--- src/sv/pic_pkg.sv ---
// shared types, widths and constants of the point-in-cylinder counter
// used by pic_mac, pic_ctrl and point_in_cylinder_counter; no dependencies
`default_nettype none

package pic_pkg;

	// coordinate and derived widths
	localparam int COORD_BITS = 24;
	localparam int MAX_POINTS = 1048576;
	localparam int RAD_BITS   = 23;
	localparam int CNT_BITS   = 21;
	localparam int W_DIFF     = COORD_BITS + 1;
	localparam int W_DOT      = 2 * W_DIFF + 2;
	localparam int LIMB       = W_DOT / 2;
	localparam int W_OP       = LIMB + 1;
	localparam int W_PROD     = 2 * W_OP;
	localparam int W_ACC      = 2 * W_DOT;
	localparam int CFG_BITS   = 3;

	localparam int CNT_MAX = (1 << CNT_BITS) - 1;
	localparam logic [CNT_BITS-1:0] COUNT_CAP =
		CNT_BITS'((MAX_POINTS < CNT_MAX) ? MAX_POINTS : CNT_MAX);

	// register indexes of the configuration port
	typedef enum logic [CFG_BITS-1:0] {
		REG_END_A_X      = 3'd0,
		REG_END_A_Y      = 3'd1,
		REG_END_A_Z      = 3'd2,
		REG_END_B_X      = 3'd3,
		REG_END_B_Y      = 3'd4,
		REG_END_B_Z      = 3'd5,
		REG_RADIUS       = 3'd6,
		REG_SPARSE_THR   = 3'd7
	} reg_idx_t;

	typedef logic signed [COORD_BITS-1:0] coord_t;
	typedef logic signed [W_OP-1:0] opnd_t;
	typedef logic signed [W_DOT-1:0] dot_t;
	typedef logic signed [W_ACC-1:0] acc_t;

	// accumulator behavior and product alignment
	typedef enum logic [1:0] {
		MODE_LOAD,
		MODE_ADD,
		MODE_SUB
	} mode_t;

	typedef enum logic [1:0] {
		SH_0,
		SH_L,
		SH_L1,
		SH_2L
	} shift_t;

	// which partial result the accumulator holds after a product lands
	typedef enum logic [2:0] {
		TAG_NONE,
		TAG_RR,
		TAG_UU,
		TAG_DD,
		TAG_UD
	} tag_t;

	// one operation of the shared multiply-accumulate unit
	typedef struct packed {
		logic   valid;
		opnd_t  a;
		opnd_t  b;
		shift_t sh;
		mode_t  mode;
		tag_t   tag;
	} op_t;

	// finished point handed from the sequencer to the output stage
	typedef struct packed {
		logic valid;
		logic hit;
		logic last;
	} res_t;

	// low limb of a wide value, zero extended
	function automatic opnd_t lo_limb(input dot_t x);
		lo_limb = {1'b0, x[LIMB-1:0]};
	endfunction

	// high limb of a wide value, sign extended
	function automatic opnd_t hi_limb(input dot_t x);
		hi_limb = {x[W_DOT-1], x[W_DOT-1:LIMB]};
	endfunction

	// difference to operand width
	function automatic opnd_t diff_op(input logic signed [W_DIFF-1:0] x);
		diff_op = {{(W_OP-W_DIFF){x[W_DIFF-1]}}, x};
	endfunction

endpackage

`default_nettype wire

--- src/sv/pic_mac.sv ---
// shared signed multiplier with registered product and wide accumulator
// depends on pic_pkg for operand, accumulator and operation types
`default_nettype none

module pic_mac (
	input  wire logic          clk,
	input  wire logic          arst_n,
	input  wire pic_pkg::op_t  op,
	output pic_pkg::acc_t      acc,
	output pic_pkg::tag_t      tag
);

	logic signed [pic_pkg::W_PROD-1:0] prod_s1;
	logic                              vld_s1;
	pic_pkg::shift_t                   sh_s1;
	pic_pkg::mode_t                    mode_s1;
	pic_pkg::tag_t                     tag_s1;
	pic_pkg::tag_t                     tag_s2;
	pic_pkg::acc_t                     acc_q;
	pic_pkg::acc_t                     ext;
	pic_pkg::acc_t                     aligned;

	// product stage
	always_ff @(posedge clk) begin
		prod_s1 <= op.a * op.b;
		sh_s1   <= op.sh;
		mode_s1 <= op.mode;
	end

	always_ff @(posedge clk or negedge arst_n) begin
		if (!arst_n) begin
			vld_s1 <= 1'b0;
			tag_s1 <= pic_pkg::TAG_NONE;
			tag_s2 <= pic_pkg::TAG_NONE;
		end else begin
			vld_s1 <= op.valid;
			tag_s1 <= op.valid ? op.tag : pic_pkg::TAG_NONE;
			tag_s2 <= vld_s1 ? tag_s1 : pic_pkg::TAG_NONE;
		end
	end

	// align product to its limb position
	always_comb begin
		ext = {{(pic_pkg::W_ACC-pic_pkg::W_PROD){prod_s1[pic_pkg::W_PROD-1]}}, prod_s1};
		unique case (sh_s1)
			pic_pkg::SH_0:  aligned = ext;
			pic_pkg::SH_L:  aligned = ext <<< pic_pkg::LIMB;
			pic_pkg::SH_L1: aligned = ext <<< (pic_pkg::LIMB + 1);
			pic_pkg::SH_2L: aligned = ext <<< (2 * pic_pkg::LIMB);
			default:        aligned = ext;
		endcase
	end

	// accumulate
	always_ff @(posedge clk) begin
		if (vld_s1) begin
			unique case (mode_s1)
				pic_pkg::MODE_LOAD: acc_q <= aligned;
				pic_pkg::MODE_ADD:  acc_q <= acc_q + aligned;
				pic_pkg::MODE_SUB:  acc_q <= acc_q - aligned;
				default:            acc_q <= aligned;
			endcase
		end
	end

	assign acc = acc_q;
	assign tag = tag_s2;

endmodule

`default_nettype wire

--- src/sv/pic_ctrl.sv ---
// sequencer: feeds the shared multiply-accumulate unit one product per step
// and decides inside or outside; depends on pic_pkg
`default_nettype none

module pic_ctrl (
	input  wire logic            clk,
	input  wire logic            arst_n,
	input  wire logic            start,
	input  wire pic_pkg::coord_t pt [3],
	input  wire logic            last_point,
	input  wire pic_pkg::coord_t end_a [3],
	input  wire pic_pkg::coord_t end_b [3],
	input  wire logic [pic_pkg::RAD_BITS-1:0] radius,
	input  wire logic            fin_ok,
	input  wire pic_pkg::acc_t   acc,
	input  wire pic_pkg::tag_t   tag,
	output logic                 busy,
	output pic_pkg::op_t         op,
	output pic_pkg::res_t        res
);

	localparam logic [4:0] FINAL_STEP = 5'd18;

	typedef enum logic {
		ST_IDLE,
		ST_BUSY
	} state_t;

	state_t     state_q;
	logic [4:0] step_q;

	logic signed [pic_pkg::W_DIFF-1:0] d_q [3];
	logic signed [pic_pkg::W_DIFF-1:0] u_q [3];
	logic        last_q;
	pic_pkg::dot_t rr_q;
	pic_pkg::dot_t e_q;
	pic_pkg::dot_t dd_q;
	pic_pkg::dot_t ud_q;
	pic_pkg::opnd_t r_op;
	logic at_final;
	logic in_cyl;

	assign at_final = (state_q == ST_BUSY) && (step_q == FINAL_STEP);

	// sequencer state
	always_ff @(posedge clk or negedge arst_n) begin
		if (!arst_n) begin
			state_q <= ST_IDLE;
			step_q  <= '0;
		end else begin
			unique case (state_q)
				ST_IDLE: begin
					if (start) begin
						state_q <= ST_BUSY;
						step_q  <= '0;
					end
				end
				ST_BUSY: begin
					if (step_q == FINAL_STEP) begin
						if (fin_ok)
							state_q <= ST_IDLE;
					end else begin
						step_q <= step_q + 5'd1;
					end
				end
				default: state_q <= ST_IDLE;
			endcase
		end
	end

	// axis and offset vectors, then partial results as they land
	always_ff @(posedge clk) begin
		if (start) begin
			for (int k = 0; k < 3; k++) begin
				d_q[k] <= {end_b[k][pic_pkg::COORD_BITS-1], end_b[k]}
					- {end_a[k][pic_pkg::COORD_BITS-1], end_a[k]};
				u_q[k] <= {pt[k][pic_pkg::COORD_BITS-1], pt[k]}
					- {end_a[k][pic_pkg::COORD_BITS-1], end_a[k]};
			end
			last_q <= last_point;
		end
		unique case (tag)
			pic_pkg::TAG_RR: rr_q <= acc[pic_pkg::W_DOT-1:0];
			pic_pkg::TAG_UU: e_q  <= acc[pic_pkg::W_DOT-1:0] - rr_q;
			pic_pkg::TAG_DD: dd_q <= acc[pic_pkg::W_DOT-1:0];
			pic_pkg::TAG_UD: ud_q <= acc[pic_pkg::W_DOT-1:0];
			default: ;
		endcase
	end

	assign r_op = {{(pic_pkg::W_OP-pic_pkg::RAD_BITS){1'b0}}, radius};

	// product schedule: r^2, |u|^2 (then e = |u|^2 - r^2), |d|^2, u.d,
	// then |d|^2 * e - (u.d)^2 in limbs
	always_comb begin
		op = '0;
		op.sh   = pic_pkg::SH_0;
		op.mode = pic_pkg::MODE_ADD;
		op.tag  = pic_pkg::TAG_NONE;
		if (state_q == ST_BUSY) begin
			op.valid = 1'b1;
			unique case (step_q)
				5'd0: begin
					op.a = r_op; op.b = r_op;
					op.mode = pic_pkg::MODE_LOAD; op.tag = pic_pkg::TAG_RR;
				end
				5'd1: begin
					op.a = pic_pkg::diff_op(u_q[0]); op.b = pic_pkg::diff_op(u_q[0]);
					op.mode = pic_pkg::MODE_LOAD;
				end
				5'd2: begin
					op.a = pic_pkg::diff_op(u_q[1]); op.b = pic_pkg::diff_op(u_q[1]);
				end
				5'd3: begin
					op.a = pic_pkg::diff_op(u_q[2]); op.b = pic_pkg::diff_op(u_q[2]);
					op.tag = pic_pkg::TAG_UU;
				end
				5'd4: begin
					op.a = pic_pkg::diff_op(d_q[0]); op.b = pic_pkg::diff_op(d_q[0]);
					op.mode = pic_pkg::MODE_LOAD;
				end
				5'd5: begin
					op.a = pic_pkg::diff_op(d_q[1]); op.b = pic_pkg::diff_op(d_q[1]);
				end
				5'd6: begin
					op.a = pic_pkg::diff_op(d_q[2]); op.b = pic_pkg::diff_op(d_q[2]);
					op.tag = pic_pkg::TAG_DD;
				end
				5'd7: begin
					op.a = pic_pkg::diff_op(u_q[0]); op.b = pic_pkg::diff_op(d_q[0]);
					op.mode = pic_pkg::MODE_LOAD;
				end
				5'd8: begin
					op.a = pic_pkg::diff_op(u_q[1]); op.b = pic_pkg::diff_op(d_q[1]);
				end
				5'd9: begin
					op.a = pic_pkg::diff_op(u_q[2]); op.b = pic_pkg::diff_op(d_q[2]);
					op.tag = pic_pkg::TAG_UD;
				end
				5'd10: begin
					op.a = pic_pkg::lo_limb(dd_q); op.b = pic_pkg::lo_limb(e_q);
					op.mode = pic_pkg::MODE_LOAD;
				end
				5'd11: begin
					op.a = pic_pkg::lo_limb(dd_q); op.b = pic_pkg::hi_limb(e_q);
					op.sh = pic_pkg::SH_L;
				end
				5'd12: begin
					op.a = pic_pkg::hi_limb(dd_q); op.b = pic_pkg::lo_limb(e_q);
					op.sh = pic_pkg::SH_L;
				end
				5'd13: begin
					op.a = pic_pkg::hi_limb(dd_q); op.b = pic_pkg::hi_limb(e_q);
					op.sh = pic_pkg::SH_2L;
				end
				5'd14: begin
					op.a = pic_pkg::lo_limb(ud_q); op.b = pic_pkg::lo_limb(ud_q);
					op.mode = pic_pkg::MODE_SUB;
				end
				5'd15: begin
					op.a = pic_pkg::lo_limb(ud_q); op.b = pic_pkg::hi_limb(ud_q);
					op.mode = pic_pkg::MODE_SUB; op.sh = pic_pkg::SH_L1;
				end
				5'd16: begin
					op.a = pic_pkg::hi_limb(ud_q); op.b = pic_pkg::hi_limb(ud_q);
					op.mode = pic_pkg::MODE_SUB; op.sh = pic_pkg::SH_2L;
				end
				default: op.valid = 1'b0;
			endcase
		end
	end

	// inside: cross term within radius and projection between the end caps
	assign in_cyl = (acc[pic_pkg::W_ACC-1] || (acc == '0))
		&& !ud_q[pic_pkg::W_DOT-1] && (ud_q <= dd_q);

	assign busy       = (state_q != ST_IDLE);
	assign res.valid  = at_final && fin_ok;
	assign res.hit    = in_cyl;
	assign res.last   = last_q;

endmodule

`default_nettype wire

--- src/sv/point_in_cylinder_counter.sv ---
// top level of the point-in-cylinder counter: configuration registers,
// inside count and output register; depends on pic_pkg, pic_mac, pic_ctrl
//
// Usage: a point request (point_x/y/z, last_point) is taken when in_valid is
// high and in_stall low. Each point yields exactly one result request
// (inside_res, count_so_far, end_of_set, sparse) on out_valid/out_stall.
// Configuration writes (cfg_index, cfg_data) are taken on cfg_valid with
// cfg_ready, which is always high; write only while no point is in flight.
// Sequence: the 17 products go one per cycle through the shared multiplier,
// then through its product and accumulator registers, and the result is
// loaded in the output register. in_stall is high while the point is in
// flight; a new point can be taken the cycle after the result is loaded,
// while that result still waits.
// If the receiver stalls with a result still waiting, the next point holds
// in its last step until the output register frees. Reset clears the
// count and the output valid and loads the register defaults (endpoints 0,
// radius 6554, sparse threshold 5).
`default_nettype none

module point_in_cylinder_counter (
	input  wire logic                                clk,
	input  wire logic                                arst_n,
	input  wire logic                                in_valid,
	output logic                                     in_stall,
	input  wire pic_pkg::coord_t                     point_x,
	input  wire pic_pkg::coord_t                     point_y,
	input  wire pic_pkg::coord_t                     point_z,
	input  wire logic                                last_point,
	output logic                                     out_valid,
	input  wire logic                                out_stall,
	output logic                                     inside_res,
	output logic [pic_pkg::CNT_BITS-1:0]             count_so_far,
	output logic                                     end_of_set,
	output logic                                     sparse,
	input  wire logic                                cfg_valid,
	output logic                                     cfg_ready,
	input  wire logic [pic_pkg::CFG_BITS-1:0]        cfg_index,
	input  wire logic [pic_pkg::COORD_BITS-1:0]      cfg_data
);

	pic_pkg::coord_t end_a_q [3];
	pic_pkg::coord_t end_b_q [3];
	pic_pkg::coord_t pt [3];
	logic [pic_pkg::RAD_BITS-1:0] radius_q;
	logic [pic_pkg::CNT_BITS-1:0] thr_q;
	logic [pic_pkg::CNT_BITS-1:0] count_q;
	logic [pic_pkg::CNT_BITS-1:0] cnt_next;

	logic                         out_valid_q;
	logic                         inside_q;
	logic [pic_pkg::CNT_BITS-1:0] count_out_q;
	logic                         eos_q;
	logic                         sparse_q;

	logic          start;
	logic          busy;
	logic          fin_ok;
	pic_pkg::op_t  op;
	pic_pkg::acc_t acc;
	pic_pkg::tag_t tag;
	pic_pkg::res_t res;

	assign cfg_ready = 1'b1;
	assign in_stall  = busy;
	assign start     = in_valid && !busy;
	assign fin_ok    = !out_valid_q || !out_stall;

	assign pt[0] = point_x;
	assign pt[1] = point_y;
	assign pt[2] = point_z;

	// configuration registers
	always_ff @(posedge clk or negedge arst_n) begin
		if (!arst_n) begin
			for (int k = 0; k < 3; k++) begin
				end_a_q[k] <= '0;
				end_b_q[k] <= '0;
			end
			radius_q <= pic_pkg::RAD_BITS'(6554);
			thr_q    <= pic_pkg::CNT_BITS'(5);
		end else if (cfg_valid && cfg_ready) begin
			unique case (pic_pkg::reg_idx_t'(cfg_index))
				pic_pkg::REG_END_A_X:    end_a_q[0] <= cfg_data;
				pic_pkg::REG_END_A_Y:    end_a_q[1] <= cfg_data;
				pic_pkg::REG_END_A_Z:    end_a_q[2] <= cfg_data;
				pic_pkg::REG_END_B_X:    end_b_q[0] <= cfg_data;
				pic_pkg::REG_END_B_Y:    end_b_q[1] <= cfg_data;
				pic_pkg::REG_END_B_Z:    end_b_q[2] <= cfg_data;
				pic_pkg::REG_RADIUS:     radius_q <= cfg_data[pic_pkg::RAD_BITS-1:0];
				pic_pkg::REG_SPARSE_THR: thr_q <= cfg_data[pic_pkg::CNT_BITS-1:0];
				default: ;
			endcase
		end
	end

	pic_mac u_mac (
		.clk    (clk),
		.arst_n (arst_n),
		.op     (op),
		.acc    (acc),
		.tag    (tag)
	);

	pic_ctrl u_ctrl (
		.clk        (clk),
		.arst_n     (arst_n),
		.start      (start),
		.pt         (pt),
		.last_point (last_point),
		.end_a      (end_a_q),
		.end_b      (end_b_q),
		.radius     (radius_q),
		.fin_ok     (fin_ok),
		.acc        (acc),
		.tag        (tag),
		.busy       (busy),
		.op         (op),
		.res        (res)
	);

	// saturating inside count
	assign cnt_next = (res.hit && (count_q < pic_pkg::COUNT_CAP))
		? count_q + pic_pkg::CNT_BITS'(1) : count_q;

	always_ff @(posedge clk or negedge arst_n) begin
		if (!arst_n) begin
			count_q     <= '0;
			out_valid_q <= 1'b0;
		end else begin
			if (res.valid) begin
				count_q     <= res.last ? '0 : cnt_next;
				out_valid_q <= 1'b1;
			end else if (out_valid_q && !out_stall) begin
				out_valid_q <= 1'b0;
			end
		end
	end

	// result register
	always_ff @(posedge clk) begin
		if (res.valid) begin
			inside_q    <= res.hit;
			count_out_q <= cnt_next;
			eos_q       <= res.last;
			sparse_q    <= res.last && (cnt_next < thr_q);
		end
	end

	assign out_valid    = out_valid_q;
	assign inside_res   = inside_q;
	assign count_so_far = count_out_q;
	assign end_of_set   = eos_q;
	assign sparse       = sparse_q;

	// a taken point keeps the block busy on the next cycle
	assert property (@(posedge clk) disable iff (!arst_n)
		in_valid && !in_stall |=> in_stall)
		else $error("point taken while block already idle next cycle");

	// count never passes its cap
	assert property (@(posedge clk) disable iff (!arst_n)
		out_valid |-> count_so_far <= pic_pkg::COUNT_CAP)
		else $error("inside count beyond cap");

	// sparse only closes a set
	assert property (@(posedge clk) disable iff (!arst_n)
		out_valid && !end_of_set |-> !sparse)
		else $error("sparse flagged outside set end");

	// a new result is only loaded when the output register is free
	assert property (@(posedge clk) disable iff (!arst_n)
		res.valid |-> !out_valid || !out_stall)
		else $error("result overwrote a stalled output");

endmodule

`default_nettype wire
--- config.mk ---
export PLATFORM = sky130hd
export DESIGN_NAME = point_in_cylinder_counter
export DESIGN_NICKNAME = d
export VERILOG_FILES = /design/src/sv/pic_pkg.sv /design/src/sv/pic_mac.sv /design/src/sv/pic_ctrl.sv /design/src/sv/point_in_cylinder_counter.sv
export SDC_FILE = /design/constraint.sdc
export NUM_CORES = 2
export LEC_CHECK = 0
export BUFFER_PORTS_ARGS = -buffer_cell sky130_fd_sc_hd__buf_4
export CORE_MARGIN = 2
export CORE_UTILIZATION = 30
export DETAILED_ROUTE_END_ITERATION = 8
export HOLD_SLACK_MARGIN = 0.15
export SETUP_SLACK_MARGIN = 0.4
export SYNTH_ARGS = -nofsm -noshare
export SYNTH_HDL_FRONTEND = slang
export SYNTH_SLANG_ARGS = --single-unit
--- constraint.sdc ---
create_clock -name clk -period 10.2 [get_ports clk]
set_input_delay 3.06 -clock clk [delete_from_list [all_inputs] [get_ports clk]]
set_output_delay 3.06 -clock clk [all_outputs]
set_load 0.01 [all_outputs]
Word level (Yosys, flattened, before mapping)
Memories as Yosys holds them, arrays and structs flattened. Index checks and enable logic that the tools add are counted.

Multipliers: 1. Equality and inequality tests: 35. Bitwise operators: 1. Muxes and demuxes: 22. Order comparisons: 3. Reductions and logical operators: 33. Add/sub/neg operators: 11.

Operators by type and width (count): 54-bit case mux with 17 select lines (1); 104-bit case mux with 4 select lines (1); 104-bit case mux with 2 select lines (1); 24-bit by 24-bit subtractor with 25-bit output (6); 104-bit adder (1); 104-bit logical NOT (1); 104-bit subtractor (1); 62-bit 2-to-1 mux (1); 27-bit by 27-bit multiplier with 54-bit output (1); 52-bit <= comparator (1); 52-bit subtractor (1); 21-bit 2-to-1 mux (2); 5-bit by 4-bit == test with 1-bit output (second input constant) (8); 21-bit by 1-bit adder with 21-bit output (second input constant) (1); 21-bit < comparator (1); 21-bit < comparator (second input constant) (1); 5-bit by 3-bit == test with 1-bit output (second input constant) (4); 2-bit AND reduction (9); 17-bit OR reduction (1); 3-bit == test (second input constant) (5); 3-bit by 2-bit == test with 1-bit output (second input constant) (4); 3-bit case mux with 4 select lines (1); 5-bit by 2-bit == test with 1-bit output (second input constant) (2); 5-bit == test (second input constant) (2); other kinds (24) (49).

Input port bits: 105. Word-level logic and storage cells: 136. Output and inout bits: 27. Flip-flop bits (word level): 618. Memories kept: 2. Memory bits (writable): 150.

Memory list: u_ctrl.d_q (words 3, bits a word 25, read ports 3, clocked after Yosys merged registers in 0, wr ports 3, RTL line pic_ctrl.sv:32) `logic signed [pic_pkg::W_DIFF-1:0] d_q [3];`; u_ctrl.u_q (words 3, bits a word 25, read ports 3, clocked after Yosys merged registers in 0, wr ports 3, RTL line pic_ctrl.sv:33) `logic signed [pic_pkg::W_DIFF-1:0] u_q [3];`.

Depth between registers and ports, before layout
Depth in word-level cells: 8. Depth in mapped cells: 42. Gate-level depth less buffers: 39.

Modules after synthesis
Synthesis repeated with hierarchy kept, for this count alone.

Cell total of the unflattened synthesis: 8235. Area, all modules: 78435.2 um^2.

By module, submodules not included: pic_mac (sequential area each 4459.3 um^2, times used 1, area an instance 42727.2 um^2, cells each 4934); pic_ctrl (sequential area each 10930.5 um^2, times used 1, area an instance 25979.9 um^2, cells each 2640); point_in_cylinder_counter (sequential area each 5987.0 um^2, times used 1, area an instance 9728.1 um^2, cells each 661).

Worst setup path before layout
No wires, ideal clock.

Kind: input port to flip-flop. Start: input in_valid. End: memory u_ctrl.d_q[0][0] (netlist bit) (enable). Setup time: 678 ps. Stages on the path: 1. Slack: -69 ps. Data required time: 9522 ps. Buffers on the path: 0. Arrival: 9591 ps. Path through: nor2b_1.

RTL lines: start, declared (RTL line point_in_cylinder_counter.sv:23) `input wire logic in_valid,`; end, declared (RTL line pic_ctrl.sv:32).

Worst setup path in the final report
Start: register u_ctrl.step_q[0]. End: register u_mac.prod_s1[51] (netlist bit).

Word-level cells in the longest chain between the ends: 4. Elaborated cells between the ends (all ways): 20. Classes of those cells: mul (1); eq/ne (16); mux (2); reduce/logical (1).

Ends and longest elaborated chain: start, declared (RTL line pic_ctrl.sv:30) `logic [4:0] step_q;`; start signal, assigned (RTL line pic_ctrl.sv:63) `step_q <= step_q + 5'd1;`; 5-bit == test (tied with other cells) (RTL line pic_ctrl.sv:102) `unique case (step_q)`; 54-bit case mux with 17 select lines (*) (RTL line pic_ctrl.sv:102); 62-bit 2-to-1 mux (*) (RTL line pic_ctrl.sv:100) `if (state_q == ST_BUSY) begin`; 27-bit by 27-bit multiplier with 54-bit output (*) (RTL line pic_mac.sv:25) `prod_s1 <= op.a * op.b;`; end signal, assigned (RTL line pic_mac.sv:25); end, declared (RTL line pic_mac.sv:13) `logic signed [pic_pkg::W_PROD-1:0] prod_s1;`.

Every way passes the cells marked *; elsewhere a longest branch is shown, timed or not. A chain may end at the register's enable or synchronous reset.

==> run metrics <==
Synth Flop Type=edfxtp_1; Placer Congestion=1.018; Core Footprint=254200 um2; Avg WL per Cell=25.24 um; number of remaining DRC errors=59; placed insts=11820; Netlist cell types=87; initial antenna violation count=20; Boundary Pins=132; RR Startpoint=u_ctrl.step_q[0]; fraction of layout cells with a size suffix above 1=12.65%; Slew @ Worst Pin=1.204 ns; Post-CTS Hold Fix Bufs=0; Skew-Pair Late Insertion Delay=0.73 ns; Port Buf Inserts=130; global-route wire length before repair=443400 um; nets@finish=9992; Tmin final=9.696 ns; Synth Register Bits=768; CTS Buf Count=87; H-tree depth=3; Initial Utilization=30.19%; vias in the first global route=64769; max incr delay on CP=0.61 ns; Post-Syn Nets=9613; Multi-input gate area=50000 um2; syn avg cell area=9.354 um2; clock skew=0.05067 ns; Total Routed Length=303700 um; # Max-Cap Violations=0; Initial DRC Count=7277; critical path class=flip-flop to flip-flop; Gate Count Post-Synth=8203; CTS root buf=clkbuf_16; non-filler cells, final=12029; final worst path period share=95.06%; top cell type's share of synthesized area=20.09%; via count=64725; # rows=185; CTS sink cnt=768; commonest cells in the netlist=1239 x inv_1, 790 x nand2_1, 770 x fa_1; Synth Cell Area=76730 um2; startpoint types=flip-flop; Hold Path Class=flip-flop to flip-flop; post-synthesis cell type with the largest combined area=fa_1; failing checks=design-rule violations; Arrival @ worst endpoint=10.34 ns; Remaining Overflow, GRT=0; EDFF count, synth=487; RSZ-0062 raised after global routing=true; CTS tree=done; Async S/R FF share, synth=29.04%; overall routing resource usage=23.11%; clock transition at the registers of the reported paths=0.07 ns; Peak Freq=103.1 MHz; Filler Cell Count=25939; data required time of the critical path=10.85 ns; vias per cell=5.381; setup TNS=0 ns; outcome=finished with violations; Bufs on Longest Clock Path=3; DRT antenna net count=0; min-delay src=u_mac.tag_s1[2]; Seq/Total Area, Yosys=27.86%; largest net degree at the start of global routing=175; count leader, synth=inv_1; chip height=509.7 um; Relative slew margins=18.87%; Final Hold Fails=0; worst-path cell with the longest stage delay=fa_2; fin util=34.86%; full die area=259800 um2; crit path max fanout=11; post-DP HPWL=246400 um; die width=509.7 um; register area=21390 um2; final-report setup violation count=0; Pins Over Slew Limit=0; Setup crit start=u_ctrl.step_q[0]; Layout area overhead=15.46%; Pre-Repair DR Iteration Count=9; largest cells by area after synthesis=fa_1 20%, edfxtp_1 19%, ha_1 8.7%, dfrtp_1 7.0%, inv_1 6.1%; Ys Warns=0; CP Capture Type=flip-flop
## critical path: cells and delay by family, from the launching register on
family / cells / cell delay [ns]
xor gates and xnor gates: 1 / 0.14
adders and majority gates: 10 / 4.01
buffers and inverters: 9 / 1.29
and+or+nand+nor: 6 / 1.56
AOI/OAI and AO/OA: 9 / 2.16
DFF: 1 / 0.45
## through the flow
step	area, um2	hold slack, ns	setup WS (ns)
2_1_floorplan	76730	0.4337	0.4263
3_3_place_gp	84620	0.4404	0.07126
3_5_place_dp	84620	0.4481	0.04769
4_1_cts	87940	0.4529	0.3886
5_1_grt	88580	0.4739	0.3235
6_report	88590	0.4587	0.5043
## path summary, 6_finish.rpt
path                                      to  slack (ns)  cells past startpoint
min in group asynchronous          thr_q[12]        2.23                      1
max in group asynchronous       u_mac.vld_s1        6.46                      2
hold / removal                  u_mac.tag[2]        0.46                      1
setup reg to reg           u_mac.prod_s1[51]        0.50                     35
setup / recovery           u_mac.prod_s1[51]        0.50                     35
hold reg to reg                 u_mac.tag[2]        0.46                      1
## sequential cells by signal, indices dropped and copies added, names as in the netlist, 23 cells and up
name           flops
end_a_q           72
end_b_q           72
radius_q          23
u_ctrl.d_q        75
u_ctrl.dd_q       52
u_ctrl.e_q        52
u_ctrl.rr_q       52
u_ctrl.u_q        75
u_ctrl.ud_q       52
u_mac.acc        104
u_mac.prod_s1     54
## cell families after synthesis
| group | share of synthesized area, % |
|---|---|
| and+or+nand+nor | 14.06 |
| AOI/OAI and AO/OA | 13.85 |
| buffers and inverters | 7.744 |
| adders and majority gates | 28.81 |
| DFF | 27.86 |
| xor gates and xnor gates | 4.600 |
| muxes | 3.061 |
| other | 0.004887 |
## layout by cell type (no fill, tap or decap), drive strengths merged, types with 59 or more instances in the layout
master,count
xor2,128
fa,770
nor2,645
nand2,790
ha,535
mux2,119
a21oi,451
and2,82
nand3,130
clkbuf,121
edfxtp,487
a22oi,143
buf,621
and3,66
inv,1246
dfrtp,214
nand2b,59
o21ai,400
nor2b,113
nand4,73
nor3,125
a222oi,74
xnor2,275
a21o,179
## layer usage
| layer | routed length (um) | global-route usage (%) |
|---|---|---|
| met4 | 13380 | 8.902 |
| met1 | 130900 | 32.27 |
| met3 | 28000 | 4.532 |
| met2 | 131300 | 35.14 |
| met5 | 58 | 0 |
## layout make-up
type,count,area share (%)
sequential,768,24.15
multi-input combinational,5863,56.44
clock buffer,120,2.782
inverter,1240,5.255
timing repair buffer,622,5.835
antenna,6,0.01695
tap,3366,4.754
clock inverter,44,0.7726
## what timing repair did
action,in CTS,in global routing
setup endpoints to repair,14,17
resized for setup,28,107
buffers inserted,8,25
pin swaps,11,53
endpoints found under the hold margin,0,0
cloned,1,5
Power is left out: the tool's default activity adds up to more than one toggle a clock period on the data nets, which glitch-free logic cannot reach.
